### config.mk
export PLATFORM = sky130hd
export DESIGN_NAME = sle_cell
export DESIGN_NICKNAME = d
export VERILOG_FILES = /design/src/rtl/sle_pkg.sv /design/src/rtl/sle_cell.sv
export SDC_FILE = /design/constraint.sdc
export NUM_CORES = 1
export LEC_CHECK = 0
export BUFFER_PORTS_ARGS = -buffer_cell sky130_fd_sc_hd__buf_2
export CAP_MARGIN = 25
export CORE_MARGIN = 2
export CORE_UTILIZATION = 49
export CTS_BUF_LIST = sky130_fd_sc_hd__clkbuf_16
export CTS_CLUSTER_DIAMETER = 120
export CTS_CLUSTER_SIZE = 40
export DETAILED_ROUTE_END_ITERATION = 8
export PLACE_DENSITY = 0.92
export SYNTH_ARGS = -nofsm -noshare
export SYNTH_HDL_FRONTEND = slang
export SYNTH_SLANG_ARGS = --single-unit
### constraint.sdc
create_clock -name clock -period 7.5 [get_ports clock]
set_clock_uncertainty 0.1 [all_clocks]
set_input_delay 1.5 -clock clock [delete_from_list [all_inputs] [get_ports clock]]
set_output_delay 1.5 -clock clock [all_outputs]
set_load 0.005 [all_outputs]
### src/rtl/sle_pkg.sv
// Shared types and constants for the sequential list engine.
// Holds the command/status codes, the beat structs and the cell-to-cell link record.
`timescale 1ns / 1ps
`default_nettype none

package sle_pkg;

   localparam int POS_W = 9;
   localparam int VAL_W = 8;
   localparam int LEN_W = 9;

   typedef enum logic [2:0] {
      CMD_GET    = 3'd0,
      CMD_SET    = 3'd1,
      CMD_INSERT = 3'd2,
      CMD_DELETE = 3'd3,
      CMD_LOCATE = 3'd4,
      CMD_PRED   = 3'd5,
      CMD_SUCC   = 3'd6,
      CMD_CLEAR  = 3'd7
   } cmd_type;

   typedef enum logic [2:0] {
      ST_OK       = 3'd0,
      ST_BADPOS   = 3'd1,
      ST_FULL     = 3'd2,
      ST_NOTFOUND = 3'd3,
      ST_NONEIGH  = 3'd4
   } status_type;

   typedef struct packed {
      cmd_type          cmd;
      logic [POS_W-1:0] position;
      logic [VAL_W-1:0] value;
   } req_type;

   typedef struct packed {
      status_type       status;
      logic [VAL_W-1:0] out_value;
      logic [POS_W-1:0] out_position;
      logic [LEN_W-1:0] length;
      logic             empty_res;
   } rsp_type;

   // Record that walks the cell chain, one cell per cycle while the chain is not held.
   typedef struct packed {
      logic             live;
      cmd_type          cmd;
      logic [POS_W-1:0] pos;
      logic [VAL_W-1:0] val;       // search key, set value, or insert carry
      logic             ok;        // position checks passed, list may change
      logic             found;     // first match already seen
      logic             need_next; // successor wanted from the next cell
      logic [VAL_W-1:0] prev;      // element of the cell just passed
      logic [VAL_W-1:0] rval;
      logic [POS_W-1:0] opos;
      status_type       status;
   } link_type;

endpackage

`default_nettype wire

### src/rtl/sle_cell.sv
// One list cell: holds a single element and updates it as the command record passes.
// Depends on sle_pkg for the link record and command codes.
`timescale 1ns / 1ps
`default_nettype none

module sle_cell
   import sle_pkg::*;
#(
   parameter int IDX   = 0,
   parameter int CNT_W = 9
) (
   input  wire logic             clock,
   input  wire logic             reset,
   input  wire logic             adv,
   input  wire logic [CNT_W-1:0] cnt,
   input  wire link_type         lnk_i,
   input  wire logic [VAL_W-1:0] right_elem,
   output link_type              lnk_o,
   output logic      [VAL_W-1:0] elem_o
);

   localparam int CW = ((CNT_W > POS_W) ? CNT_W : POS_W) + 1;
   localparam logic [CW-1:0] MY_POS = CW'(IDX + 1);

   link_type         lnk_ff, lnk_in;
   logic [VAL_W-1:0] elem_ff, elem_in;
   logic [CW-1:0]    pos_x;
   logic             at_pos, from_pos, in_list;

   assign pos_x    = CW'(lnk_i.pos);
   assign at_pos   = (pos_x == MY_POS);
   assign from_pos = (MY_POS >= pos_x);
   assign in_list  = (MY_POS <= CW'(cnt));

   always_comb begin
      lnk_in  = lnk_i;
      elem_in = elem_ff;
      if (lnk_i.live) begin
         unique case (lnk_i.cmd) inside
            CMD_GET: begin
               if (lnk_i.ok && at_pos) lnk_in.rval = elem_ff;
            end
            CMD_SET: begin
               if (lnk_i.ok && at_pos) begin
                  lnk_in.rval = elem_ff;
                  elem_in     = lnk_i.val;
               end
            end
            CMD_INSERT: begin
               // swap with the carry: take the value from the left, pass ours on
               if (lnk_i.ok && from_pos) begin
                  elem_in    = lnk_i.val;
                  lnk_in.val = elem_ff;
               end
            end
            CMD_DELETE: begin
               // right neighbor has not seen the record yet, so pull it down
               if (lnk_i.ok && from_pos) begin
                  if (at_pos) lnk_in.rval = elem_ff;
                  elem_in = right_elem;
               end
            end
            CMD_LOCATE, CMD_PRED, CMD_SUCC: begin
               if (in_list) begin
                  if (lnk_i.need_next) begin
                     lnk_in.rval      = elem_ff;
                     lnk_in.need_next = 1'b0;
                  end
                  if (!lnk_i.found && (elem_ff == lnk_i.val)) begin
                     lnk_in.found = 1'b1;
                     if (lnk_i.cmd == CMD_LOCATE) begin
                        lnk_in.opos = POS_W'(MY_POS);
                     end else if (lnk_i.cmd == CMD_PRED) begin
                        if (IDX == 0) lnk_in.status = ST_NONEIGH;
                        else          lnk_in.rval   = lnk_i.prev;
                     end else begin
                        lnk_in.need_next = 1'b1;
                     end
                  end
               end
               lnk_in.prev = elem_ff;
            end
            CMD_CLEAR: begin
            end
         endcase
      end
   end

   always_ff @(posedge clock) begin
      if (reset) begin
         lnk_ff.live <= 1'b0;
      end else if (adv) begin
         lnk_ff <= lnk_in;
      end
   end

   always_ff @(posedge clock) begin
      if (adv) begin
         elem_ff <= elem_in;
      end
   end

   assign lnk_o  = lnk_ff;
   assign elem_o = elem_ff;

endmodule

`default_nettype wire

==> qor.csv <==
metric,value,unit
avgSynthCellArea,16.6,µm²
vias,1828,
tns,0,ps
yosysTopAreaCell,edfxtp_1,
yosysMostFrequentCell,edfxtp_1,
drt-initial-drc-count,98,
seqCellArea,0.00179,mm²
place_area,0.00332,mm²
syn2layout_area_growth,38.0,%
fin_hold_ws,410,ps
finalSetupViolations,0,
final.fill_count,378,
place.gp.congestion,0.697,
cts_tree,yes,
vdd_drop_max,0.000134,V
synth_compound_area_frac,0.0373,
synth_top_family_by_area,multiplexers,
io_pins,132,
dpl_worst_slack,4050,ps
grt_use_met2,0.369,
crit_required,7460,ps
use_met3,0.0565,
synth_commonest_cells,"edfxtp_1, mux2_2, nor2b_1, xor2_1, nor4_1",
synthArstFlopShare,0,
grtUsageMet1,0.236,
cp-start-kind,primary input,
cts_buffers,9,
layout.nets,367,
power_per_cell_area,224,mW/mm²
fin_crit_sh,0.414,
worst_slack,4400,ps
synth_cells,156,
cts-root-buf,clkbuf_16,
antennaDiodeCount,0,
max-cap-violations,0,
slew_headroom,0.570,
track_usage,0.205,
ctsResizeCount,0,
die_h,76.7,µm
grt_pass1_wl,9.12,mm
viasPerCell,4.97,
ys_types,31,
fin_util,0.699,
grt_start_max_net_pins,28,
portBuffers,131,
status,"finished, final reports clean",
layout-drive-gt1-share,0.604,
synth_xor_area_frac,0.0271,
rsz0062_at_grt,false,
syn-num-nets,228,
ant_nets,0,
arrival,3060,ps
synth-simple-area-share,0.0842,
synthMuxAreaShare,0.143,
hold_path.class,flip-flop to flip-flop,
htree_levels,3,
tightest_slew,644,ps
dr.pass1.iters,4,
first_global_vias,1886,
synth_top_area_frac,0.685,
post-cts-setup-buffers,0,
r2r_start,elem_o[7]$_DFFE_PP_,
worst-setup-path-type,primary input to flip-flop,
routed_wl,5.80,mm
cp-startpoint,lnk_i[50],
initial_core_util,0.506,
yosys-top-cells-area,"edfxtp_1, mux2_2, xor2_1",
min-delay-start,lnk_o[51]$_SDFFE_PP0P_,
hold_viol_final,0,
drv_slew,0,
clock_sinks,60,
clockBufferDepth,2,
synth_fa_ha_area_frac,0,
rows,26,
synth_ff_type,edfxtp_1,
antenna_found_initial,0,
ys_seq_elements,60,
synth-seq-area-share,0.693,
coreArea,0.00511,mm²
fin_area,0.00357,mm²
ys_warn_count,0,
die_area,0.00588,mm²
chipWidth,76.7,µm
drc,0,
clk_latency,310,ps
top_usage_layer,met2,
power_leakage,1.48,nW
crit_path_max_fanout,9,
end_kind,flip-flop,
dp_hpwl,4.37,mm
cts_hold_buf,0,
fmax,0.322,GHz
synth_edf_count,59,
wire_per_inst,15.7,µm
path_clk_slew,50,ps
multi_input_area,762,µm²
fin_crit,3100,ps
syn_area,0.00259,mm²
grt_overflow_total,0,
-- worst paths after layout --
kind / end / slack (ps) / cells after the start
min: lnk_o[51]$_SDFFE_PP0P_ / 410 / 2
min reg2reg: lnk_o[51]$_SDFFE_PP0P_ / 410 / 2
max reg2reg: lnk_o[11]$_DFFE_PP_ / 5440 / 4
max: lnk_o[14]$_DFFE_PP_ / 4400 / 5
-- worst max-delay path, cell delays in order --
cell and delay (ps):
buf_2 130, nand2_1 100, a21o_1 330, o32ai_4 590, mux2_2 400
-- placed cells by master, fill, tap and decap left out, drive strengths merged, types with 2 or more instances in the layout --
| master | n |
|---|---|
| nor4 | 5 |
| nor3 | 2 |
| nand3 | 4 |
| nor3b | 2 |
| nor2b | 9 |
| mux2 | 32 |
| inv | 3 |
| buf | 133 |
| clkbuf | 9 |
| nand2 | 4 |
| nor2 | 3 |
| a21oi | 3 |
| clkinv | 5 |
| o31a | 2 |
| nor4b | 2 |
| edfxtp | 59 |
| xor2 | 8 |
-- metal layers --
layer | wire [µm] | vias to the layer above | part of all wire
li1 | - | 891 | -
met1 | 2270 | 845 | 0.39
met2 | 3050 | 85 | 0.53
met3 | 431 | 7 | 0.074
met4 | 46 | 0 | 0.0079
met5 | 0 | - | 0
-- final cells by class --
type / count / area share
multi-input cells: 88 / 0.213
clock buffers: 9 / 0.0631
well taps: 70 / 0.0245
inverters: 3 / 0.00315
flip-flops and latches: 60 / 0.502
clock inverters: 5 / 0.00596
repair buffers: 133 / 0.188
-- cells by family after synthesis --
logic type | after synthesis
DFF | 60
and+or+nand+nor | 36
muxes | 33
AOI/OAI and AO/OA | 11
xor gates and xnor gates | 8
buffers and inverters | 8
-- where the power goes --
group          switching (mW)  total [mW]  internal (mW)
clock                   0.122       0.335          0.214
sequential            0.00362       0.393          0.390
combinational          0.0335      0.0726         0.0391
total                   0.159       0.801          0.642
-- state kept, by name, summed over array words and instances, names as in the netlist --
| register | flops |
|---|---|
| lnk_o | 52 |
| elem_o | 8 |
-- stage by stage --
step	std cells	total power [mW]
floorplan	156	0.430
global placement	354	0.470
detailed placement	354	0.473
CTS	368	0.810
global route	368	0.831
finish	368	0.801
No activity file was read; power rests on OpenSTA's default activity.
